## config.mk

```make
export PLATFORM = sky130hd
export DESIGN_NAME = epsilon_nfa_transition_engine_unit
export DESIGN_NICKNAME = d
export VERILOG_FILES = /design/src/hdl/enfa_pkg.sv /design/src/hdl/enfa_ctrl.sv /design/src/hdl/enfa_datapath.sv /design/src/hdl/epsilon_nfa_transition_engine_unit.sv
export SDC_FILE = /design/constraint.sdc
export NUM_CORES = 2
export LEC_CHECK = 0
export BUFFER_PORTS_ARGS = -buffer_cell sky130_fd_sc_hd__buf_2
export CORE_MARGIN = 2
export CORE_UTILIZATION = 51
export CTS_BUF_LIST = sky130_fd_sc_hd__clkbuf_4 sky130_fd_sc_hd__clkbuf_8
export CTS_CLUSTER_SIZE = 14
export DETAILED_ROUTE_END_ITERATION = 16
export PLACE_DENSITY = 0.69
export SLEW_MARGIN = 20
export SYNTH_ARGS = -nofsm -noshare
export SYNTH_HDL_FRONTEND = slang
export SYNTH_SLANG_ARGS = --single-unit
```

## constraint.sdc

```tcl
create_clock -name i_clk -period 3.8 [get_ports i_clk]
set_input_delay 0.38 -clock i_clk [delete_from_list [all_inputs] [get_ports i_clk]]
set_output_delay 0.38 -clock i_clk [all_outputs]
set_load 0.02 [all_outputs]
```

## src/hdl/enfa_pkg.sv

```systemverilog
package enfa_pkg;

    // Input command codes
    localparam logic [1:0] CMD_WR_EPS = 2'd0;
    localparam logic [1:0] CMD_WR_SYM = 2'd1;
    localparam logic [1:0] CMD_QUERY  = 2'd2;

    // Configuration register indexes
    localparam int unsigned CFG_IDX_W  = 4;
    localparam int unsigned CFG_DATA_W = 8;
    localparam logic [CFG_IDX_W-1:0] CFG_STATE_COUNT  = 4'd0;
    localparam logic [CFG_IDX_W-1:0] CFG_SYMBOL_COUNT = 4'd1;

    // Widths of the item and result fields
    localparam int unsigned SET_W = 16;

    typedef enum logic [2:0] {
        S_IDLE,
        S_DECODE,
        S_CLO,
        S_REACH,
        S_TRANS,
        S_FINISH
    } t_state;

    // Controller to datapath
    typedef struct packed {
        logic load_item;
        logic eps_wr;
        logic sym_wr;
        logic clo_init;
        logic clo_step;
        logic save_clo;
        logic sym_issue;
        logic trans_init;
        logic out_load;
    } t_dp_cmd;

    // Datapath to controller
    typedef struct packed {
        logic [1:0] command;
        logic       err;
        logic       pend_empty;
        logic       rd_live;
        logic       out_free;
    } t_dp_status;

endpackage

```

## src/hdl/enfa_ctrl.sv

```systemverilog
module enfa_ctrl
    import enfa_pkg::*;
(
    input  logic       i_clk,
    input  logic       i_rst_n,
    input  logic       i_in_valid,
    output logic       o_in_ready,
    input  t_dp_status i_sts,
    output t_dp_cmd    o_cmd
);

    t_state r_state;
    t_state n_state;

    // State register
    always_ff @(posedge i_clk) begin
        if (!i_rst_n) begin
            r_state <= S_IDLE;
        end else begin
            r_state <= n_state;
        end
    end

    // Next state and commands
    always_comb begin
        n_state    = r_state;
        o_cmd      = '0;
        o_in_ready = 1'b0;
        case (r_state)
            S_IDLE: begin
                o_in_ready = 1'b1;
                if (i_in_valid) begin
                    o_cmd.load_item = 1'b1;
                    n_state         = S_DECODE;
                end
            end
            S_DECODE: begin
                case (i_sts.command)
                    CMD_WR_EPS: begin
                        o_cmd.eps_wr = 1'b1;
                        n_state      = S_IDLE;
                    end
                    CMD_WR_SYM: begin
                        o_cmd.sym_wr = 1'b1;
                        n_state      = S_IDLE;
                    end
                    CMD_QUERY: begin
                        if (i_sts.err) begin
                            n_state = S_FINISH;
                        end else begin
                            o_cmd.clo_init = 1'b1;
                            n_state        = S_CLO;
                        end
                    end
                    default: begin
                        n_state = S_IDLE;
                    end
                endcase
            end
            // expand one pending state per cycle until the closure settles
            S_CLO: begin
                if (i_sts.pend_empty) begin
                    o_cmd.save_clo = 1'b1;
                    n_state        = S_REACH;
                end else begin
                    o_cmd.clo_step = 1'b1;
                end
            end
            // one symbol-row read per closure member, then drain the last read
            S_REACH: begin
                if (!i_sts.pend_empty) begin
                    o_cmd.sym_issue = 1'b1;
                end else if (!i_sts.rd_live) begin
                    o_cmd.trans_init = 1'b1;
                    n_state          = S_TRANS;
                end
            end
            S_TRANS: begin
                if (i_sts.pend_empty) begin
                    n_state = S_FINISH;
                end else begin
                    o_cmd.clo_step = 1'b1;
                end
            end
            S_FINISH: begin
                if (i_sts.out_free) begin
                    o_cmd.out_load = 1'b1;
                    n_state        = S_IDLE;
                end
            end
            default: begin
                n_state = S_IDLE;
            end
        endcase
    end

endmodule

```

## src/hdl/enfa_datapath.sv

```systemverilog
module enfa_datapath
    import enfa_pkg::*;
#(
    parameter int MAX_STATES  = 16,
    parameter int MAX_SYMBOLS = 4
) (
    input  logic                  i_clk,
    input  logic                  i_rst_n,
    input  t_dp_cmd               i_cmd,
    output t_dp_status            o_sts,
    input  logic [1:0]            i_command,
    input  logic [3:0]            i_state_index,
    input  logic [1:0]            i_symbol_index,
    input  logic [SET_W-1:0]      i_row_set,
    input  logic                  i_cfg_valid,
    input  logic [CFG_IDX_W-1:0]  i_cfg_index,
    input  logic [CFG_DATA_W-1:0] i_cfg_data,
    output logic                  o_out_valid,
    input  logic                  i_out_ready,
    output logic                  o_status,
    output logic [SET_W-1:0]      o_closure_set,
    output logic [SET_W-1:0]      o_transition_set
);

    // Only 16 states and 4 symbols are addressable by the item fields
    localparam int RW    = (MAX_STATES < 16) ? MAX_STATES : 16;
    localparam int NSY   = (MAX_SYMBOLS < 4) ? MAX_SYMBOLS : 4;
    localparam int IW    = $clog2(RW);
    localparam int DEPTH = RW * NSY;
    localparam int AW    = $clog2(DEPTH);

    // Configuration
    logic [4:0]          r_state_count;
    logic [2:0]          r_symbol_count;

    // Latched item
    logic [1:0]          r_cmd;
    logic [3:0]          r_q;
    logic [1:0]          r_a;
    logic [RW-1:0]       r_row;

    // Epsilon rows, reset to empty sets
    logic [RW-1:0]       r_eps [RW];

    // Set registers
    logic [RW-1:0]       r_cur,   n_cur;
    logic [RW-1:0]       r_pend,  n_pend;
    logic [RW-1:0]       r_clo,   n_clo;
    logic [RW-1:0]       r_reach, n_reach;

    // Symbol-row memory with per-entry valid bits
    logic [RW-1:0]       r_sym_mem [DEPTH];
    logic [DEPTH-1:0]    r_sym_vld;
    logic [RW-1:0]       r_rd_data;
    logic                r_rd_hit;
    logic                r_rd_live;

    // Result register
    logic                r_out_valid;
    logic                r_out_status;
    logic [RW-1:0]       r_out_clo;
    logic [RW-1:0]       r_out_trans;

    logic [RW-1:0]       mask;
    logic                q_ok;
    logic                a_ok;
    logic [RW-1:0]       pick_oh;
    logic [IW-1:0]       pick_idx;
    logic [RW-1:0]       eps_row;
    logic [RW-1:0]       rd_row;
    logic [AW-1:0]       rd_addr;
    logic [AW-1:0]       wr_addr;

    // Index checks and the in-use state mask
    always_comb begin
        q_ok = (5'(r_q) < r_state_count) && (32'(r_q) < 32'(MAX_STATES));
        a_ok = (3'(r_a) < r_symbol_count) && (32'(r_a) < 32'(MAX_SYMBOLS));
        for (int j = 0; j < RW; j++) begin
            mask[j] = (5'(j) < r_state_count);
        end
    end

    // Lowest pending state and its epsilon row
    always_comb begin
        pick_oh  = r_pend & (~r_pend + RW'(1));
        pick_idx = '0;
        eps_row  = '0;
        for (int j = 0; j < RW; j++) begin
            if (pick_oh[j]) begin
                pick_idx = pick_idx | IW'(j);
                eps_row  = eps_row | r_eps[j];
            end
        end
    end

    assign rd_addr = AW'(32'(pick_idx) * NSY + 32'(r_a));
    assign wr_addr = AW'(32'(r_q[IW-1:0]) * NSY + 32'(r_a));
    assign rd_row  = r_rd_hit ? r_rd_data : '0;

    // Set datapath
    always_comb begin
        n_cur   = r_cur;
        n_pend  = r_pend;
        n_clo   = r_clo;
        n_reach = r_reach;
        if (i_cmd.clo_init) begin
            n_cur  = RW'(1) << r_q[IW-1:0];
            n_pend = RW'(1) << r_q[IW-1:0];
        end
        if (i_cmd.clo_step) begin
            n_cur  = r_cur | (eps_row & mask);
            n_pend = (r_pend & ~pick_oh) | (eps_row & mask & ~r_cur);
        end
        if (i_cmd.save_clo) begin
            n_clo   = r_cur;
            n_pend  = r_cur;
            n_reach = '0;
        end
        if (i_cmd.sym_issue) begin
            n_pend = r_pend & ~pick_oh;
        end
        if (r_rd_live) begin
            n_reach = r_reach | (rd_row & mask);
        end
        if (i_cmd.trans_init) begin
            n_cur  = r_reach;
            n_pend = r_reach;
        end
    end

    // Control and table registers
    always_ff @(posedge i_clk) begin
        if (!i_rst_n) begin
            r_state_count  <= 5'd16;
            r_symbol_count <= 3'd4;
            r_sym_vld      <= '0;
            r_rd_live      <= 1'b0;
            r_out_valid    <= 1'b0;
            for (int j = 0; j < RW; j++) begin
                r_eps[j] <= '0;
            end
        end else begin
            if (i_cfg_valid) begin
                case (i_cfg_index)
                    CFG_STATE_COUNT:  r_state_count  <= i_cfg_data[4:0];
                    CFG_SYMBOL_COUNT: r_symbol_count <= i_cfg_data[2:0];
                    default: ;
                endcase
            end
            if (i_cmd.eps_wr && q_ok) begin
                r_eps[r_q[IW-1:0]] <= r_row;
            end
            if (i_cmd.sym_wr && q_ok && a_ok) begin
                r_sym_vld[wr_addr] <= 1'b1;
            end
            r_rd_live <= i_cmd.sym_issue;
            if (i_cmd.out_load) begin
                r_out_valid <= 1'b1;
            end else if (i_out_ready) begin
                r_out_valid <= 1'b0;
            end
        end
    end

    // Payload registers
    always_ff @(posedge i_clk) begin
        if (i_cmd.load_item) begin
            r_cmd <= i_command;
            r_q   <= i_state_index;
            r_a   <= i_symbol_index;
            r_row <= i_row_set[RW-1:0];
        end
        r_cur   <= n_cur;
        r_pend  <= n_pend;
        r_clo   <= n_clo;
        r_reach <= n_reach;
        if (i_cmd.out_load) begin
            r_out_status <= !(q_ok && a_ok);
            r_out_clo    <= (q_ok && a_ok) ? r_clo : '0;
            r_out_trans  <= (q_ok && a_ok) ? r_cur : '0;
        end
    end

    // Symbol-row memory
    always_ff @(posedge i_clk) begin
        if (i_cmd.sym_wr && q_ok && a_ok) begin
            r_sym_mem[wr_addr] <= r_row;
        end
        r_rd_data <= r_sym_mem[rd_addr];
        r_rd_hit  <= r_sym_vld[rd_addr];
    end

    // Status to the controller
    always_comb begin
        o_sts.command    = r_cmd;
        o_sts.err        = !(q_ok && a_ok);
        o_sts.pend_empty = (r_pend == '0);
        o_sts.rd_live    = r_rd_live;
        o_sts.out_free   = !r_out_valid || i_out_ready;
    end

    assign o_out_valid      = r_out_valid;
    assign o_status         = r_out_status;
    assign o_closure_set    = SET_W'(r_out_clo);
    assign o_transition_set = SET_W'(r_out_trans);

endmodule

```

## src/hdl/epsilon_nfa_transition_engine_unit.sv

```systemverilog
// A write is accepted in idle and applied to its table in the decode state. A query
// finds E(q), the closure, and then T, the transition set: the closure unit expands
// pending states one at a time and one symbol-row memory read is issued per closure
// member. One item at a time.
// Synchronous active-low reset: tables cleared to empty sets, state_count 16,
// symbol_count 4, no result pending.
module epsilon_nfa_transition_engine_unit
    import enfa_pkg::*;
#(
    parameter int MAX_STATES  = 16,
    parameter int MAX_SYMBOLS = 4
) (
    input  logic                  i_clk,
    input  logic                  i_rst_n,
    input  logic                  i_in_valid,
    output logic                  o_in_ready,
    input  logic [1:0]            i_command,
    input  logic [3:0]            i_state_index,
    input  logic [1:0]            i_symbol_index,
    input  logic [SET_W-1:0]      i_row_set,
    output logic                  o_out_valid,
    input  logic                  i_out_ready,
    output logic                  o_status,
    output logic [SET_W-1:0]      o_closure_set,
    output logic [SET_W-1:0]      o_transition_set,
    input  logic                  i_cfg_valid,
    output logic                  o_cfg_ready,
    input  logic [CFG_IDX_W-1:0]  i_cfg_index,
    input  logic [CFG_DATA_W-1:0] i_cfg_data
);

    t_dp_cmd    dp_cmd;
    t_dp_status dp_sts;

    // Configuration writes always taken
    assign o_cfg_ready = 1'b1;

    // Sequencer
    enfa_ctrl u_ctrl (
        .i_clk      (i_clk),
        .i_rst_n    (i_rst_n),
        .i_in_valid (i_in_valid),
        .o_in_ready (o_in_ready),
        .i_sts      (dp_sts),
        .o_cmd      (dp_cmd)
    );

    // Tables, set registers and result register
    enfa_datapath #(
        .MAX_STATES  (MAX_STATES),
        .MAX_SYMBOLS (MAX_SYMBOLS)
    ) u_datapath (
        .i_clk            (i_clk),
        .i_rst_n          (i_rst_n),
        .i_cmd            (dp_cmd),
        .o_sts            (dp_sts),
        .i_command        (i_command),
        .i_state_index    (i_state_index),
        .i_symbol_index   (i_symbol_index),
        .i_row_set        (i_row_set),
        .i_cfg_valid      (i_cfg_valid),
        .i_cfg_index      (i_cfg_index),
        .i_cfg_data       (i_cfg_data),
        .o_out_valid      (o_out_valid),
        .i_out_ready      (i_out_ready),
        .o_status         (o_status),
        .o_closure_set    (o_closure_set),
        .o_transition_set (o_transition_set)
    );

endmodule
```

==> impl_summary.log <==
[metrics] overall power consumption: 0.03499 W
[metrics] Initial Utilization: 0.5154
[metrics] prevailing post-synth register cell: edfxtp_1
[metrics] dominant cell type by area after synthesis: edfxtp_1
[metrics] mean area per synthesized cell: 17.77 sq um
[metrics] Peak Freq: 0.2727 GHz
[metrics] Die H: 344.2 um
[metrics] GRT overflow: 0
[metrics] first-pass GRT wire length: 216900 um
[metrics] number of endpoints failing setup at the final stage: 0
[metrics] outcome: complete, no violations
[metrics] wire length the detailed router placed on met1: 61370 um
[metrics] share of layout cells above drive strength 1: 0.2599
[metrics] class of the most critical setup path: flop to flop
[metrics] ratio of routed vias to standard cells: 6.129
[metrics] Static Leak: 22.68 nW
[metrics] Sinks on Clock Net: 1495
[metrics] iteration-0 DRC count of the detailed router: 4374
[metrics] Post-synth top cells: edfxtp_1 (1401), and2_1 (299), mux4_2 (271), nor2_1 (183), clkbuf_1 (172)
[metrics] number of detailed-routing iterations run before antenna repair: 7
[metrics] highest signal layer in the routed design: met4
[metrics] warnings from Yosys: 0
[metrics] number of nets with antenna violations after routing: 0
[metrics] met2 wirelength from detailed routing: 68740 um
[metrics] wire length per cell: 27.55 um
[metrics] WP data required: 4.64 ns
[metrics] share of the clock period used by the worst path after layout: 0.9651
[metrics] setup slack on the worst flop-to-flop path: 0.13 ns
[metrics] DR DRC count: 0
[metrics] filler instances: 8358
[metrics] Die Span X: 344.2 um
[metrics] flip-flop and latch count after synthesis: 1495
[metrics] sequential cell area fraction in the yosys report: 0.7448
[metrics] Maximum Capacitance Violations: 0
[metrics] Root Driver: clkbuf_8
[metrics] number of global-route vias before repair: 32030
[metrics] WL met3: 15280 um
[metrics] type of element launching the critical path: flop
[metrics] sequential cell area: 43950 sq um
[metrics] number of hold violations in the final report: 0
[metrics] max_slew headroom: 0.2664
[metrics] clk_lat worst skew: 0.96 ns
[metrics] pwr/cell area: 515.4 nW/um^2
[metrics] WP data arrival: 4.51 ns
[metrics] Peak supply drop: 0.3450 mV
[metrics] final critical delay including setup and external delays: 3.667 ns
[metrics] global placement routability congestion: 0.9763
[metrics] cell area after synthesis: 59020 sq um
[metrics] RSZ-0062 raised after global routing: no
[metrics] post-synth cell types: 71
[metrics] Floorplan Core Area: 114500 sq um
[metrics] boundary pin count: 77
[metrics] setup bufs post-CTS: 0
[metrics] Sum Neg Setup Slack: 0 ns
[metrics] Clock Skews: 0.07043 ns
[metrics] Placement Rows: 124
[metrics] vias after detailed routing: 33170
[metrics] Worst Max-Slew Pin Slew: 1.100 ns
[metrics] crit path capture type: flop
[metrics] Crit Path Max Fanout: 33
[metrics] CTS tree: yes
[metrics] total global routing track utilization: 0.2538
[metrics] number of port buffers: 72
[metrics] net count of the mapped netlist: 3366
[metrics] top cell type's share of synthesized area: 0.7129
[metrics] area grow syn2layout: 15.04%
[metrics] ys async rst share: 0
[metrics] count of mapped cells out of synthesis: 3321
[metrics] most common cell in the netlist: edfxtp_1
[metrics] Layout Nets: 3751
[metrics] number of enable flip-flop cells after synthesis: 1401
[metrics] clock buffers created by TritonCTS: 227
[metrics] area of the multi-input gates: 14090 sq um
[metrics] antenna violations before repair: 8
[metrics] buffer levels on the longest clock path: 3
[metrics] area of the die: 118500 sq um
[metrics] estimated wirelength of the detail-placed design: 90140 um
[metrics] Post-Route WL: 149100 um
[metrics] Max Transition Viols Final: 0
[metrics] H-Tree Depth: 4
[metrics] largest cells by area after synthesis: edfxtp_1 (71%), mux4_2 (10%), dfxtp_1 (3.2%), and2_1 (3.2%), o22ai_1 (1.2%)
[metrics] Tightest Hold Check Type: input port to flop
[metrics] Worst-path clk slew: 0.07 ns
[metrics] largest net degree at the start of global routing: 81
-- layout make-up --
class                   instances  share of cell area
clock buffers                 332             0.05966
inverters                      15           0.0008293
multi-input cells            1595              0.2076
well taps                    1512             0.02787
flip-flops and latches       1495              0.6474
clock inverters                89            0.009399
diodes                          2          0.00007372
repair buffers                372             0.04718
-- logic make-up (layout without fill, tap and decap cells) --
logic type                 count (synthesis)  count (layout)  synth area share
buffers and inverters                    231             808           0.01766
other                                      1               3        0.00006354
muxes                                    282             282            0.1053
AOI/OAI and AO/OA                        509             509           0.05871
DFF                                     1495            1495            0.7448
adders and majority gates                  4               4         0.0008481
and+or+nand+nor                          799             799           0.07268
-- cells in the final DEF, fill, tap and decap left out, types with 44 or more instances in the layout --
cell type | Yosys | layout
edfxtp_1 | 1401 | 1401
o21ai_0 | 93 | 77
clkinv_1 | 0 | 45
o21a_1 | 74 | 74
clkbuf_4 | 0 | 83
mux4_2 | 271 | 271
clkbuf_8 | 0 | 249
a21oi_1 | 44 | 44
and2_1 | 299 | 298
buf_4 | 11 | 220
nand2_1 | 130 | 130
buf_2 | 11 | 71
dfxtp_1 | 94 | 94
nor2_1 | 183 | 172
o22ai_1 | 115 | 115
-- path summary, 6_finish.rpt --
| path | startpoint | endpoint | cells after the start |
|---|---|---|---|
| worst min-delay path | i_row_set[3] | u_datapath.r_row[3] | 2 |
| worst max register to register | u_datapath.r_pend[7] | u_datapath.r_rd_data[14] | 10 |
| worst max-delay path | u_datapath.r_pend[7] | u_datapath.r_rd_data[14] | 10 |
| worst min register to register | u_datapath.r_sym_vld[39] | u_datapath.r_sym_vld[39] | 1 |
-- timing repair --
item                                    4_1_cts  5_1_grt
endpoints found under the hold margin        54        0
hold buffers                                 42        0
gates resized for setup                       0        1
endpoints found under the setup margin        0       16
-- critical path, cell delays in order, from the launching register on --
cell and delay, ns:
edfxtp_1 0.41, or4_1 0.63, nor4_2 0.24, o21ai_0 0.32, o211ai_4 0.22, buf_12 0.26
buf_12 0.20, mux4_2 0.21, o22ai_1 0.10, or4_1 0.69, o22ai_1 0.24
-- registers in the layout (all words and copies together) (netlist names), 4 cells and up --
register	flops
u_datapath.r_sym_mem	1024
u_datapath.r_eps	256
u_datapath.r_sym_vld	64
u_datapath.o_closure_set	16
u_datapath.o_transition_set	16
u_datapath.r_clo	16
u_datapath.r_cur	16
u_datapath.r_pend	16
u_datapath.r_rd_data	16
u_datapath.r_reach	16
u_datapath.r_row	16
u_datapath.r_state_count	5
u_datapath.r_q	4
-- layer usage --
metal,vias up,track usage
met5,-,0
met3,223,0.05638
met2,1773,0.3802
met4,0,0.07418
met1,17060,0.3777
li1,14120,-
-- metrics by stage --
| step | cell area [sq um] | instances | worst slack, ns | hold WS (ns) | util |
|---|---|---|---|---|---|
| floorplan | 59020 | 3321 | 0.05761 | 0.4354 | - |
| global placement | 62760 | 4946 | 0.2341 | 0.4411 | 0.5481 |
| detailed placement | 62760 | 4946 | 0.1386 | 0.4489 | 0.5481 |
| CTS | 67870 | 5409 | 0.1089 | 0.03740 | 0.5927 |
| global route | 67890 | 5411 | 0.01774 | 0.1051 | 0.5929 |
| finish | 67890 | 5412 | 0.1326 | 0.1491 | 0.5929 |
-- power breakdown --
part | switching (W) | leakage (nW) | total (W) | internal (W)
logic | 0.00189 | 6.45 | 0.00296 | 0.00107
registers | 0.000180 | 13.7 | 0.0186 | 0.0184
clock network | 0.00629 | 2.50 | 0.0135 | 0.00717
Power figures use the tool's default switching activity.
